**src/rtl/ptt_pkg.sv**
```systemverilog
// ptt_pkg: shared types and codes for the polled task timer
// holds status codes, mode codes, action codes, register indexes, saturation limits and the config/result structs
// no dependencies
`default_nettype none

package ptt_pkg;

    // result status codes
    typedef enum logic [1:0] {
        ST_IDLE  = 2'd0,
        ST_EARLY = 2'd1,
        ST_FIRED = 2'd2,
        ST_ARMED = 2'd3
    } t_status;

    // slot modes; the fourth code behaves as one-shot
    localparam logic [1:0] MODE_ONESHOT  = 2'd0;
    localparam logic [1:0] MODE_PERIODIC = 2'd1;
    localparam logic [1:0] MODE_LIMITED  = 2'd2;

    // actions
    localparam logic ACT_POLL = 1'b0;
    localparam logic ACT_ARM  = 1'b1;

    // configuration register indexes
    localparam int unsigned CFG_IDX_BITS = 3;
    localparam logic [CFG_IDX_BITS-1:0] CFG_MODE      = 3'd0;
    localparam logic [CFG_IDX_BITS-1:0] CFG_REL_START = 3'd1;
    localparam logic [CFG_IDX_BITS-1:0] CFG_START     = 3'd2;
    localparam logic [CFG_IDX_BITS-1:0] CFG_PERIOD    = 3'd3;
    localparam logic [CFG_IDX_BITS-1:0] CFG_MAX_CALLS = 3'd4;

    localparam int unsigned CFG_DATA_BITS = 32;

    // saturation limits of the signed offset
    localparam logic [31:0] LATE_MAX  = 32'h7FFF_FFFF;
    localparam logic [31:0] EARLY_MAX = 32'h8000_0000;

    // configuration registers as one group
    typedef struct packed {
        logic [1:0]  mode;
        logic        relative_start;
        logic [31:0] start_time;
        logic [31:0] period;
        logic [31:0] max_calls;
    } t_cfg;

    // one result beat
    typedef struct packed {
        t_status            status;
        logic signed [31:0] time_offset;
        logic               still_armed;
    } t_result;

endpackage

`default_nettype wire

```
**src/rtl/ptt_slot.sv**
```systemverilog
// ptt_slot: the timer slot state and its combinational arm/poll step
// depends on ptt_pkg (config and result structs, codes)
`default_nettype none

module ptt_slot #(
    parameter int unsigned TICK_BITS = 32
) (
    input  wire logic             i_clk,
    input  wire logic             i_rst_n,
    input  wire logic             i_step,
    input  wire logic             i_action,
    input  wire logic [31:0]      i_tick,
    input  wire ptt_pkg::t_cfg    i_cfg,
    output ptt_pkg::t_result      o_result
);

    // wide enough for both the 32-bit fields and the tick width
    localparam int unsigned WB = (TICK_BITS > 32) ? TICK_BITS : 32;
    // wide enough to compare a distance against 2^31
    localparam int unsigned DW = (TICK_BITS > 33) ? TICK_BITS : 33;

    // saturation limits at distance width
    localparam logic [DW-1:0] EARLY_LIM = DW'(ptt_pkg::EARLY_MAX);
    localparam logic [DW-1:0] LATE_LIM  = DW'(ptt_pkg::LATE_MAX);

    // slot state
    logic                 r_armed;
    logic [TICK_BITS-1:0] r_due;
    logic [31:0]          r_count;
    logic [1:0]           r_mode;
    logic [TICK_BITS-1:0] r_period;
    logic [31:0]          r_limit;

    logic                 n_armed;
    logic [TICK_BITS-1:0] n_due;
    logic [31:0]          n_count;
    logic [1:0]           n_mode;
    logic [TICK_BITS-1:0] n_period;
    logic [31:0]          n_limit;

    // tick-width views of the inputs
    logic [WB-1:0]        tick_w;
    logic [WB-1:0]        start_w;
    logic [WB-1:0]        period_w;
    logic [TICK_BITS-1:0] now;
    logic [TICK_BITS-1:0] cfg_start;
    logic [TICK_BITS-1:0] cfg_period;

    // distances and saturated magnitudes
    logic                 early;
    logic [TICK_BITS-1:0] early_d;
    logic [TICK_BITS-1:0] late_d;
    logic [DW-1:0]        early_x;
    logic [DW-1:0]        late_x;
    logic [31:0]          early_mag;
    logic [31:0]          late_mag;
    logic [31:0]          count_inc;
    logic [1:0]           arm_mode;

    assign tick_w     = WB'(i_tick);
    assign start_w    = WB'(i_cfg.start_time);
    assign period_w   = WB'(i_cfg.period);
    assign now        = tick_w[TICK_BITS-1:0];
    assign cfg_start  = start_w[TICK_BITS-1:0];
    assign cfg_period = period_w[TICK_BITS-1:0];

    // due compare is plain unsigned, no wrap awareness
    assign early   = (r_due > now);
    assign early_d = r_due - now;
    assign late_d  = now - r_due;
    assign early_x = DW'(early_d);
    assign late_x  = DW'(late_d);

    assign early_mag = (early_x > EARLY_LIM) ? ptt_pkg::EARLY_MAX : early_x[31:0];
    assign late_mag  = (late_x > LATE_LIM) ? ptt_pkg::LATE_MAX : late_x[31:0];

    assign count_inc = r_count + 32'd1;

    assign arm_mode = (i_cfg.mode == ptt_pkg::MODE_PERIODIC ||
                       i_cfg.mode == ptt_pkg::MODE_LIMITED) ? i_cfg.mode
                                                           : ptt_pkg::MODE_ONESHOT;

    // next state and result of one step
    always_comb begin
        n_armed  = r_armed;
        n_due    = r_due;
        n_count  = r_count;
        n_mode   = r_mode;
        n_period = r_period;
        n_limit  = r_limit;
        o_result.status      = ptt_pkg::ST_IDLE;
        o_result.time_offset = '0;

        if (i_action == ptt_pkg::ACT_ARM) begin
            // clear the slot and schedule from the registers
            n_count  = '0;
            n_mode   = arm_mode;
            n_period = cfg_period;
            n_limit  = i_cfg.max_calls;
            n_armed  = 1'b1;
            if (arm_mode == ptt_pkg::MODE_ONESHOT) begin
                n_due = i_cfg.relative_start ? (now + cfg_start) : cfg_start;
            end else begin
                n_due = now + cfg_period;
            end
            o_result.status = ptt_pkg::ST_ARMED;
        end else if (!r_armed) begin
            o_result.status = ptt_pkg::ST_IDLE;
        end else if (early) begin
            o_result.status      = ptt_pkg::ST_EARLY;
            o_result.time_offset = $signed(32'd0 - early_mag);
        end else begin
            // fire, then reschedule or disarm
            o_result.status      = ptt_pkg::ST_FIRED;
            o_result.time_offset = $signed(late_mag);
            n_count = count_inc;
            unique case (r_mode)
                ptt_pkg::MODE_PERIODIC: begin
                    n_due = now + r_period;
                end
                ptt_pkg::MODE_LIMITED: begin
                    if (count_inc >= r_limit) begin
                        n_armed = 1'b0;
                        n_due   = '0;
                        n_count = '0;
                    end else begin
                        n_due = now + r_period;
                    end
                end
                default: begin
                    n_armed = 1'b0;
                    n_due   = '0;
                    n_count = '0;
                end
            endcase
        end
        o_result.still_armed = n_armed;
    end

    // slot registers, advanced once per processed beat
    always_ff @(posedge i_clk) begin
        if (!i_rst_n) begin
            r_armed  <= 1'b0;
            r_due    <= '0;
            r_count  <= '0;
            r_mode   <= ptt_pkg::MODE_ONESHOT;
            r_period <= '0;
            r_limit  <= '0;
        end else if (i_step) begin
            r_armed  <= n_armed;
            r_due    <= n_due;
            r_count  <= n_count;
            r_mode   <= n_mode;
            r_period <= n_period;
            r_limit  <= n_limit;
        end
    end

endmodule

`default_nettype wire

```
**src/rtl/polled_task_timer_top.sv**
```systemverilog
// a beat taken into the input register passes through the slot into the result register
// one beat per cycle unless the result register stalls; the slot updates once per beat
// the input register refills while the result register is taken, so the input
// stalls only when the result register is stalled and full
// reset (synchronous, active low): slot disarmed, registers at reset values,
// both pipeline registers empty
// polled_task_timer_top: config registers, input and result registers around the slot
// depends on ptt_pkg and ptt_slot
`default_nettype none

module polled_task_timer_top #(
    parameter int unsigned TICK_BITS = 32
) (
    input  wire logic                               i_clk,
    input  wire logic                               i_rst_n,
    // configuration write port
    input  wire logic                               i_cfg_we,
    input  wire logic [ptt_pkg::CFG_IDX_BITS-1:0]   i_cfg_index,
    input  wire logic [ptt_pkg::CFG_DATA_BITS-1:0]  i_cfg_data,
    // input channel
    input  wire logic                               i_in_valid,
    output logic                                    o_in_stall,
    input  wire logic                               i_action,
    input  wire logic [31:0]                        i_current_tick,
    // output channel
    output logic                                    o_out_valid,
    input  wire logic                               i_out_stall,
    output logic [1:0]                              o_status,
    output logic signed [31:0]                      o_time_offset,
    output logic                                    o_still_armed
);

    ptt_pkg::t_cfg    r_cfg;
    logic             r_in_valid;
    logic             r_action;
    logic [31:0]      r_tick;
    logic             r_out_valid;
    ptt_pkg::t_result r_out;
    ptt_pkg::t_result slot_result;

    logic out_free;
    logic step;
    logic in_take;

    // handshake
    assign out_free   = !r_out_valid || !i_out_stall;
    assign step       = r_in_valid && out_free;
    assign o_in_stall = r_in_valid && !out_free;
    assign in_take    = i_in_valid && !o_in_stall;

    // configuration registers
    always_ff @(posedge i_clk) begin
        if (!i_rst_n) begin
            r_cfg.mode           <= ptt_pkg::MODE_ONESHOT;
            r_cfg.relative_start <= 1'b1;
            r_cfg.start_time     <= '0;
            r_cfg.period         <= '0;
            r_cfg.max_calls      <= '0;
        end else if (i_cfg_we) begin
            unique case (i_cfg_index)
                ptt_pkg::CFG_MODE:      r_cfg.mode           <= i_cfg_data[1:0];
                ptt_pkg::CFG_REL_START: r_cfg.relative_start <= i_cfg_data[0];
                ptt_pkg::CFG_START:     r_cfg.start_time     <= i_cfg_data[31:0];
                ptt_pkg::CFG_PERIOD:    r_cfg.period         <= i_cfg_data[31:0];
                ptt_pkg::CFG_MAX_CALLS: r_cfg.max_calls      <= i_cfg_data[31:0];
                default: begin
                end
            endcase
        end
    end

    // input register
    always_ff @(posedge i_clk) begin
        if (!i_rst_n) begin
            r_in_valid <= 1'b0;
        end else if (in_take) begin
            r_in_valid <= 1'b1;
        end else if (step) begin
            r_in_valid <= 1'b0;
        end
    end

    always_ff @(posedge i_clk) begin
        if (in_take) begin
            r_action <= i_action;
            r_tick   <= i_current_tick;
        end
    end

    // timer slot
    ptt_slot #(
        .TICK_BITS (TICK_BITS)
    ) u_slot (
        .i_clk    (i_clk),
        .i_rst_n  (i_rst_n),
        .i_step   (step),
        .i_action (r_action),
        .i_tick   (r_tick),
        .i_cfg    (r_cfg),
        .o_result (slot_result)
    );

    // result register
    always_ff @(posedge i_clk) begin
        if (!i_rst_n) begin
            r_out_valid <= 1'b0;
        end else if (step) begin
            r_out_valid <= 1'b1;
        end else if (!i_out_stall) begin
            r_out_valid <= 1'b0;
        end
    end

    always_ff @(posedge i_clk) begin
        if (step) begin
            r_out <= slot_result;
        end
    end

    assign o_out_valid   = r_out_valid;
    assign o_status      = r_out.status;
    assign o_time_offset = r_out.time_offset;
    assign o_still_armed = r_out.still_armed;

endmodule

`default_nettype wire

```
**config.mk**
```make
export PLATFORM = sky130hd
export DESIGN_NAME = polled_task_timer_top
export DESIGN_NICKNAME = d
export VERILOG_FILES = /design/src/rtl/ptt_pkg.sv /design/src/rtl/ptt_slot.sv /design/src/rtl/polled_task_timer_top.sv
export SDC_FILE = /design/constraint.sdc
export NUM_CORES = 1
export LEC_CHECK = 0
export BUFFER_PORTS_ARGS = -buffer_cell sky130_fd_sc_hd__buf_2
export CORE_MARGIN = 8
export CORE_UTILIZATION = 35
export CTS_CLUSTER_DIAMETER = 120
export CTS_CLUSTER_SIZE = 40
export DETAILED_ROUTE_END_ITERATION = 10
export SETUP_SLACK_MARGIN = 0.4
export SYNTH_ARGS = -nofsm -noshare
export SYNTH_HDL_FRONTEND = slang
export SYNTH_HIERARCHICAL = 1
export SYNTH_SLANG_ARGS = --single-unit
export TNS_END_PERCENT = 5
```
**constraint.sdc**
```tcl
create_clock -name i_clk -period 12 [get_ports i_clk]
set_clock_uncertainty 0.15 [all_clocks]
set_input_delay 0.6 -clock i_clk [delete_from_list [all_inputs] [get_ports i_clk]]
set_output_delay 0.6 -clock i_clk [all_outputs]
set_load 0.02 [all_outputs]
```
; Yosys cells after proc, flatten, opt, wreduce, memory -nomap -nowiden
; Cells that the tools add are included.
[totals]
regBits = 300
[classes]
add_sub_neg = 7
n_lt_le_gt_ge = 4
eq_ne = 10
muxes = 26
bitwise = 1
reduce_logical = 21
[op_table]
columns = cell, count
row1 = $mux 32, 12
row2 = $pmux 32 s2, 2
row3 = $add 32x32->32, 3
row4 = $sub 32x32->32, 2
row5 = $mux 34, 1
row6 = $add 32x1->32 const B, 1
row7 = $ge 32x32->1, 1
row8 = $gt 32x31->1 const B, 1
row9 = $gt 32x32->1, 1
row10 = $gt 32x32->1 const B, 1
row11 = $sub 1x32->32 const A, 1
row12 = $reduce_and 2->1, 6
row13 = $mux 1, 8
row14 = $eq 3x2->1 const B, 2
row15 = $eq 2x1->1 const B, 2
row16 = $eq 2x2->1 const B, 2
row17 = $logic_not 1->1, 4
row18 = $mux 2, 2
row19 = $reduce_bool 2->1, 2
row20 = $eq 3x1->1 const B, 1
row21 = $eq 3x3->1 const B, 1
row22 = $logic_and 1x1->1, 3
row23 = $logic_not 3->1, 1
row24 = $reduce_and 3->1, 1
row25 = 7 further kinds, 8

; Longest topological paths before layout
; Gate-level depths: netlist of run 1.
[logic_depth]
word_depth = 7
depth_mapped = 22
depth_no_buf = 21

; Hierarchy
; The synthesis of run 1 kept the hierarchy.
[modules_own_cells]
columns = mod, n_inst, cells_per_inst, area_each_um2, seq_area_each_um2
row1 = ptt_slot, 1, 2302, 16542.1, 2622.5
row2 = polled_task_timer_top, 1, 437, 5823.1, 4063.9

; Least setup slack after synthesis of run 1
; No wires, ideal clock.
[synth_timing]
path_type = input to register
startpoint = in i_out_stall
endpoint = reg u_slot.r_due[10]
t_arrival_ns = 4.928
slack_ns = 6.785
path_stages = 6
cell_sequence = a21boi_0 o21ai_0 a31oi_1 clkbuf_1 clkbuf_1 a31oi_1
[synth_between]
elab_chain_len = 4
[synth_rtl]
columns = element, line_no
row1 = from (decl), polled_task_timer_top.sv:27  ; input wire logic i_out_stall,
row2 = $logic_not 1->1, --
row3 = $logic_or 1x1->1, polled_task_timer_top.sv:46  ; assign out_free = !r_out_valid || !i_out_stall;
row4 = $logic_and 1x1->1, polled_task_timer_top.sv:47  ; assign step = r_in_valid && out_free;
row5 = $reduce_and 3->1 (no line), --
row6 = to (signal assigned), ptt_slot.sv:151  ; r_due <= n_due;
row7 = to (decl), ptt_slot.sv:28  ; logic [TICK_BITS-1:0] r_due;
; No other way between the ends.
; A chain may end at the register's enable or synchronous reset.

; Worst setup path after layout of run 1
[layout_timing]
startpoint = reg u_slot.r_count[0]
endpoint = reg u_slot.r_count[24]
[layout_between]
elab_chain_len = 7
[layout_rtl]
columns = element, line_no
row1 = from (decl), ptt_slot.sv:29  ; logic [31:0] r_count;
row2 = from (signal assigned), ptt_slot.sv:152  ; r_count <= n_count;
row3 = $add 32x1->32 (*), ptt_slot.sv:77  ; assign count_inc = r_count + 32'd1;
row4 = $ge 32x32->1, ptt_slot.sv:122  ; if (count_inc >= r_limit) begin
row5 = $mux 32, ptt_slot.sv:122
row6 = $pmux 32 s2 (*), ptt_slot.sv:117  ; unique case (r_mode)
row7 = $mux 32 (*), ptt_slot.sv:109  ; end else if (early) begin
row8 = $mux 32 (*), ptt_slot.sv:107  ; end else if (!r_armed) begin
row9 = $mux 32 (*), ptt_slot.sv:94  ; if (i_action == ptt_pkg::ACT_ARM) begin
; Every way passes the cells marked *; elsewhere a longest branch is shown, timed or not. The select of a mux whose other input is x is not followed.

==> metrics.csv, run 1 <==
metric,value,unit
status,completed,
slew-limit-headroom,0.221,
p_leak,10.3,nW
clock-sinks,300,
arrival,6.23,ns
multi_input_area,0.0145,mm2
place_inst,3582,
worst_ep_required_time,12.36,ns
netlist_area,0.0224,mm2
yosysSeqAreaShare,0.299,
fin_cells,3606,
drt_iter0_markers,1466,
max_freq,170,MHz
crit_path_start_kind,flip-flop,
finalHoldViolCount,0,
rsz0062_at_grt,no,
antenna_found_initial,1,
syn_avg_cell_area,8.17,um2
seq_area,0.00669,mm2
fp.coreArea,0.0631,mm2
hpwl,50.7,mm
finalWeightedCongestion,0.919,
synth_enable_flop_cells,68,
ys_warn_count,6,
die_h,269,um
nets,3026,
antenna_cells,0,
crit_path_end_kind,flip-flop,
antenna_left,0,
synth_seq_cells,300,
vias_per_cell,5.41,
drc,0,
post_cts_resized,0,
die_w,269,um
portBuffers,109,
grt_pass1_wl,102,mm
cts_buffer_depth,3,
min_path_type,in2reg,
r2r_cells,20,
drv_slew,0,
synthCells,2739,
syn_to_final_growth,7.75,%
cp_max_fo,35,
fin_crit,5.87,ns
synthesis.nets,3012,
pin_count,110,
vias,19500,
p_per_area,96.9,mW/mm2
clk_pin_slew,0.15,ns
fill_cells,6630,
synth_ff_type,dfxtp_1,
fin_ws,6.13,ns
initial_core_util,0.355,
utilization,0.382,
avgRoutedWirePerCell,18.2,um
timing.setup.tns,0,ns
cts_post_setup_buffers_inserted,0,
clk_latency,0.58,ns
final_cell_mix,"nand2_1, a21oi_1, dfxtp_1, ha_1, inv_1",
grt_max_degree,67,
grt_use_total,0.175,
drtPass1Iterations,7,
die_area,0.0722,mm2
hold_depth,1,
cts-root-buf,clkbuf_16,
layout_commonest_cell,nand2_1,
cts_hold_buf,0,
grt-ovfl-total,0,
dp_slack,6.27,ns
final_layout_size_suffix_gt1_frac,0.0822,
crit_type,reg2reg,
drt_wl_total,65.8,mm
max_cap_viol_count,0,
yosysUniqueCellTypes,109,
fin_crit_sh,0.489,
finalSetupViolCount,0,
rows,92,
synthArstFlopShare,0,
htree_levels,1,
cts_buffers,15,
worstMarginPinSlew,1.16,ns
grt_pass1_vias,18600,
cts_tree,yes,
ir_drop,0.0000800,V
cells by family after synthesis:
group / count (synthesis) / synth area share
AND/OR/NAND/NOR: 853 / 0.178
AO/OA/AOI/OAI: 817 / 0.237
flip-flops: 300 / 0.299
buffers and inverters: 282 / 0.0534
adder cells (fa/ha/maj): 200 / 0.114
XOR/XNOR: 170 / 0.0669
multiplexers: 117 / 0.0526
cell usage after synthesis (27+ instances only):
| cell | n | area, um2 |
|---|---|---|
| nand2_1 | 428 | 1610 |
| a21oi_1 | 292 | 1460 |
| dfxtp_1 | 232 | 4640 |
| ha_1 | 195 | 2440 |
| inv_1 | 145 | 544 |
| nor2_1 | 133 | 499 |
| o21ai_0 | 132 | 661 |
| xnor2_1 | 117 | 1020 |
| mux2i_1 | 113 | 1130 |
| clkbuf_1 | 83 | 312 |
| a21o_1 | 82 | 616 |
| nand3_1 | 71 | 355 |
| edfxtp_1 | 68 | 2040 |
| xor2_1 | 52 | 455 |
| nor3_1 | 51 | 255 |
| a211oi_1 | 41 | 308 |
| a31oi_1 | 29 | 181 |
| buf_2 | 27 | 135 |
area by class of cell:
cell class / count / area share
flip-flops and latches: 300 / 0.277
clock buffers: 16 / 0.0166
inverters: 148 / 0.0231
multi-input cells: 2157 / 0.603
well taps: 846 / 0.0439
clock inverters: 8 / 0.00582
repair buffers: 131 / 0.0296
worst max-delay path: stages (launching register included):
cell,delay [ns]
dfxtp_1,0.44
ha_1,0.25
nand3_1,0.15
or4_1,0.68
nor3_1,0.63
nand3_1,0.18
xnor2_1,0.24
ha_1,0.28
nand3_1,0.09
nor3_1,0.07
nand2_1,0.08
a21oi_1,0.04
a2111oi_0,0.44
o211ai_1,0.17
buf_4,0.24
nor2_4,0.31
buf_4,0.50
nand2_1,0.41
nor3b_1,0.31
a21oi_1,0.06
nor2_1,0.09
power breakdown:
part	leakage [nW]	internal (mW)	total (mW)	switching [mW]
registers	2.54	1.06	1.09	0.0283
clock network	0.261	0.270	0.672	0.402
logic	7.46	0.202	0.575	0.373
total	10.3	1.53	2.34	0.803
through the flow:
| step | total power, mW | hold WS (ns) | instance area [um2] |
|---|---|---|---|
| detailed placement | 1.68 | 0.293 | 23600 |
| global placement | 1.68 | 0.289 | 23600 |
| CTS | 2.36 | 0.0526 | 24100 |
| finish | 2.34 | 0.0878 | 24100 |
| global route | 2.45 | 0.0633 | 24100 |
| floorplan | 1.53 | 0.282 | 22400 |
state kept, by name, summed over array words and instances, names as in the netlist:
register / flops
u_slot/r_due: 32
r_tick: 32
o_out_valid: 1
o_still_armed: 1
u_slot/r_mode: 2
r_cfg: 99
u_slot/r_limit: 32
r_action: 1
r_in_valid: 1
u_slot/r_armed: 1
o_time_offset: 32
u_slot/r_count: 32
u_slot/r_period: 32
o_status: 2
path summary, 6_finish.rpt:
check,slack [ns],from,end
max reg2reg,6.13,u_slot/r_count[0],u_slot/r_count[24]
min,0.09,i_current_tick[14],r_tick[14]
min reg2reg,0.26,r_cfg[1],u_slot/r_limit[1]
max,6.13,u_slot/r_count[0],u_slot/r_count[24]
per-layer routing:
metal / vias to the layer above / global-route usage / part of all wire
met1: 9132 / 0.246 / 0.49
met2: 480 / 0.285 / 0.44
li1: 9819 / - / -
met4: 0 / 0.0473 / 0.027
met5: - / 0 / 0
met3: 88 / 0.0160 / 0.044
Power figures use the tool's default switching activity.
==> run 2, diff against run 1 <==
==> constraint.sdc (replaced) <==
create_clock -name i_clk -period 5.95 [get_ports i_clk]
set_clock_uncertainty 0.15 [all_clocks]
set_input_delay 0.2975 -clock i_clk [delete_from_list [all_inputs] [get_ports i_clk]]
set_output_delay 0.2975 -clock i_clk [all_outputs]
set_load 0.02 [all_outputs]
==> run 2 against run 1 <==
Setup slack worse by 5.4 ns. First-iteration DRC count shrank 7.8%. Largest power group unchanged. Clock power is 110% higher. Core utilization is 1.7 points higher. Worst hold slack worse by 0.054 ns. Combinational power grew 120%. Routed wire length increased by 4.0%.
==> metrics.csv, run 2 (synthesis results as in run 1) <==
metric,value,unit
slew-limit-headroom,0.431,
grt_use_total,0.182,
antenna_found_initial,1,
syn_to_final_growth,12.5,%
fp.coreArea,0.0631,mm2
die_h,269,um
rsz0062_at_grt,yes,
cp_max_fo,14,
timing.setup.tns,0,ns
worstMarginPinSlew,0.850,ns
finalWeightedCongestion,0.901,
cts_buffer_depth,3,
crit_type,reg2reg,
finalSetupViolCount,0,
min_to,r_cfg[4],
r2r_slack,0.70,ns
r2r_cells,18,
grt-ovfl-total,0,
die_w,269,um
fin_cells,3711,
avgRoutedWirePerCell,18.4,um
rows,92,
drv_slew,0,
clock-sinks,300,
largest_reg_flops,99,
p_per_area,192,mW/mm2
fill_cells,6637,
layout_commonest_cell,nand2_1,
min_from,i_cfg_data[4],
antenna_cells,0,
crit_path_end_kind,flip-flop,
htree_levels,1,
hpwl,51.6,mm
initial_core_util,0.355,
worst_r2r_startpoint,r_tick[4],
status,completed,
rr_endpoint,o_time_offset[30],
ir_drop,0.000161,V
cts_buffers,15,
top_register,r_cfg,
final_layout_size_suffix_gt1_frac,0.0991,
drc,0,
arrival,5.48,ns
p_leak,10.8,nW
drt_wl_total,68.4,mm
vias,20100,
grt_pass1_wl,106,mm
clk_latency,0.57,ns
worst_ep_required_time,6.18,ns
portBuffers,109,
cts-root-buf,clkbuf_16,
drtPass1Iterations,6,
cts_tree,yes,
fin_crit,5.25,ns
finalHoldViolCount,0,
max_cap_viol_count,0,
whs,0.0335,ns
nets,3130,
max_freq,190,MHz
die_area,0.0722,mm2
place_inst,3594,
grt_pass1_vias,19100,
grt_max_degree,68,
final_cell_mix,"nand2_1, a21oi_1, dfxtp_1, ha_1, inv_1",
hold_depth,3,
antenna_left,0,
fin_crit_sh,0.883,
clk_pin_slew,0.15,ns
drt_iter0_markers,1352,
pin_count,110,
crit_path_start_kind,flip-flop,
min_path_type,in2reg,
vias_per_cell,5.42,
## run 2: cell type report
cell class / count / area, um2 / area share
multi-input cells: 2159 / 14600 / 0.582
clock inverters: 10 / 195 / 0.00776
well taps: 846 / 1060 / 0.0421
inverters: 148 / 557 / 0.0221
clock buffers: 15 / 375 / 0.0149
repair buffers: 233 / 1660 / 0.0658
flip-flops and latches: 300 / 6690 / 0.266
## run 2: per-stage QoR
| step | total power [mW] | util | area, um2 | worst slack, ns |
|---|---|---|---|---|
| floorplan | 3.08 | - | 22400 | 0.967 |
| global placement | 3.41 | 0.375 | 23700 | 0.378 |
| detailed placement | 3.41 | 0.375 | 23700 | 0.348 |
| CTS | 4.83 | 0.395 | 24900 | 0.324 |
| global route | 5.04 | 0.399 | 25200 | 0.373 |
| finish | 4.82 | 0.399 | 25200 | 0.696 |
## run 2: what timing repair did
action,in CTS,in global routing
hold endpoints to repair,111,0
setup endpoints to repair,15,44
setup buffers,0,24
gates resized for setup,1,19
gates cloned,1,1
pin swaps,1,4
hold buffers,66,0
## run 2: worst max-delay path by stage
| stage | from | slack, ns | endpoint | cells past startpoint |
|---|---|---|---|---|
| after floorplan | o_out_valid | 0.97 | u_slot/r_due[10] | 6 |
| after global placement | r_tick[1] | 0.38 | o_time_offset[30] | 18 |
| after detailed placement | u_slot/r_count[0] | 0.35 | u_slot/r_count[2] | 18 |
| after CTS | r_tick[1] | 0.32 | o_time_offset[30] | 18 |
| after global routing | r_tick[4] | 0.37 | o_time_offset[30] | 18 |
| final | r_tick[4] | 0.70 | o_time_offset[30] | 18 |
## run 2: routing by layer
layer	GRT usage	vias to the layer above	wire (um)
li1	-	10000	-
met1	0.255	9454	32800
met2	0.303	521	30800
met3	0.0137	78	3090
met4	0.0419	0	1660
met5	0	-	0
## run 2: power by group
group          internal (mW)  switching (mW)  total (mW)  leakage, nW
logic                  0.462           0.788        1.25         7.95
registers               2.14          0.0506        2.19         2.54
clock network          0.539           0.846        1.39        0.271
total                   3.14            1.68        4.82         10.8
## run 2: critical path, stage by stage (launching register included)
cell	delay (ns)
edfxtp_1	0.55
inv_1	0.09
ha_2	0.46
and4_2	0.34
o21a_4	0.18
o21ai_2	0.08
a2111oi_2	0.49
o21ai_1	0.20
a21oi_2	0.26
nand4_2	0.24
nor4b_4	0.38
a21o_4	0.26
nand2b_1	0.08
ha_2	0.29
inv_1	0.22
a21oi_1	0.11
a41oi_1	0.29
o21ai_0	0.19
nor3_1	0.20
==> run 3, diff against run 2 <==
==> constraint.sdc (replaced) <==
create_clock -name i_clk -period 4.9 [get_ports i_clk]
set_clock_uncertainty 0.15 [all_clocks]
set_input_delay 0.245 -clock i_clk [delete_from_list [all_inputs] [get_ports i_clk]]
set_output_delay 0.245 -clock i_clk [all_outputs]
set_load 0.02 [all_outputs]
==> run 3 against run 2 <==
Non-clock buffer count rose by 109. Power grew 23%. Maximum frequency is 20% higher. Final area grew 5.2%. Worst hold slack better by 0.20 ns. Routed wire length is 1.1% higher. Sequential share of layout area down 1.2 points. Count of clock-buffer cells in the layout did not move. Critical endpoint is now o_time_offset[28]. Largest cell class unchanged.
==> metrics.csv, run 3 (synthesis results as in run 1) <==
metric,value,unit
fin_crit,4.40,ns
cp_max_fo,11,
dp_slack,-0.0883,ns
largest_reg_flops,99,
drt_iter0_markers,1337,
worstMarginPinSlew,0.972,ns
gr-usage-met1,0.259,
p_per_area,225,mW/mm2
cts_buffer_depth,3,
vias,20600,
grt-ovfl-total,0,
layout_commonest_cell,nand2_1,
drv_slew,0,
ir_drop,0.000207,V
fp.coreArea,0.0631,mm2
min_path_type,in2reg,
drt_wl_total,69.1,mm
status,completed,
grt_use_total,0.183,
initial_core_util,0.355,
grt_pass1_vias,19500,
cp-startpoint,r_tick[12],
cts_buffers,15,
grt-busiest-layer,met2,
pin_count,110,
grt_max_degree,75,
die_area,0.0722,mm2
final_layout_size_suffix_gt1_frac,0.155,
crit_type,reg2reg,
htree_levels,1,
avgRoutedWirePerCell,18.1,um
crit_path_end_kind,flip-flop,
utilization,0.420,
die_h,269,um
portBuffers,109,
vias_per_cell,5.39,
slew-limit-headroom,0.351,
grt_pass1_wl,107,mm
timing.setup.tns,0,ns
antenna_left,0,
antenna_cells,0,
fin_crit_sh,0.897,
rsz0062_at_grt,yes,
syn_to_final_growth,18.4,%
final_cell_mix,"nand2_1, a21oi_1, dfxtp_1, ha_1, buf_4",
antenna_found_initial,0,
clk_pin_slew,0.15,ns
finalHoldViolCount,0,
hpwl,53.1,mm
p_leak,11.3,nW
top_register,r_cfg,
crit_path_start_kind,flip-flop,
cts_tree,yes,
grt_util_met2,0.297,
worst_ep_required_time,5.02,ns
rows,92,
arrival,4.52,ns
finalWeightedCongestion,0.950,
max_cap_viol_count,0,
use_met3,0.0189,
clk_latency,0.58,ns
drc,0,
worst_r2r_startpoint,r_tick[12],
fin_ws,0.503,ns
cts-root-buf,clkbuf_16,
min_from,i_current_tick[21],
drtPass1Iterations,6,
die_w,269,um
clock-sinks,300,
fill_cells,6514,
nets,3237,
max_freq,227,MHz
finalSetupViolCount,0,
==> run 3: changes by cell type in the layout (fill, tap and decap cells not counted), moves of 5 or more <==
cell | before | now
a21oi_1 | 292 | 282
a21oi_2 | 3 | 12
buf_4 | 58 | 152
dfxtp_1 | 232 | 220
dfxtp_2 | 0 | 10
dlygate4sd3_1 | 66 | 73
ha_1 | 186 | 181
nand3_1 | 71 | 64
nand3_2 | 1 | 6
nor2_1 | 131 | 123
==> run 3: final cells by class <==
type	count	area, um2	area share
timing repair buffer	342	2560	0.0966
multi-input combinational	2157	15100	0.569
sequential	300	6710	0.253
inverter	148	559	0.0211
tap	846	1060	0.0400
clock buffer	15	375	0.0142
clock inverter	9	158	0.00596
==> run 3: final timing paths <==
| kind | depth (start not counted) | endpoint | slack (ns) |
|---|---|---|---|
| worst max-delay path | 18 | o_time_offset[28] | 0.50 |
| worst min-delay path | 2 | r_tick[21] | 0.23 |
| worst max register to register | 18 | o_time_offset[28] | 0.50 |
| worst min register to register | 2 | u_slot/r_limit[1] | 0.29 |
==> run 3: what timing repair did <==
item	4_1_cts	5_1_grt
pin swaps	7	37
hold endpoints to repair	134	0
resized for setup	32	98
hold buffers	73	0
setup endpoints to repair	80	81
buffers inserted	14	29
cloned	0	0
==> run 3: critical path: stages (launching register included) <==
cell       delay, ns
edfxtp_1        0.48
inv_1           0.07
ha_1            0.32
buf_4           0.20
nand2_1         0.16
nor2_4          0.20
o211ai_2        0.17
and3_1          0.18
or4_1           0.58
nand2b_1        0.15
nand2b_4        0.21
nor4b_4         0.07
a21o_4          0.23
nand2b_1        0.12
ha_4            0.21
nand2_1         0.10
buf_4           0.17
a211oi_1        0.28
a2111oi_2       0.09
==> run 3: metrics by stage <==
stage | std cells | total power, mW | instance area (um2) | hold WS, ns
after floorplan | 2739 | 3.74 | 22400 | 0.194
after global placement | 3677 | 4.24 | 24300 | 0.272
after detailed placement | 3677 | 4.23 | 24300 | 0.274
after CTS | 3788 | 5.92 | 25800 | 0.221
after global routing | 3817 | 6.24 | 26500 | 0.226
final | 3817 | 5.96 | 26500 | 0.233
==> run 3: where the power goes <==
part / internal [mW] / total, mW / switching (mW) / leakage (nW)
sequential: 2.60 / 2.65 / 0.0536 / 2.55
combinational: 0.660 / 1.67 / 1.01 / 8.53
clock: 0.637 / 1.63 / 0.998 / 0.258
==> run 3: layer usage <==
metal	part of all wire	vias up
met1	0.47	9642
met5	0	-
li1	-	10200
met3	0.052	100
met4	0.029	0
met2	0.44	589
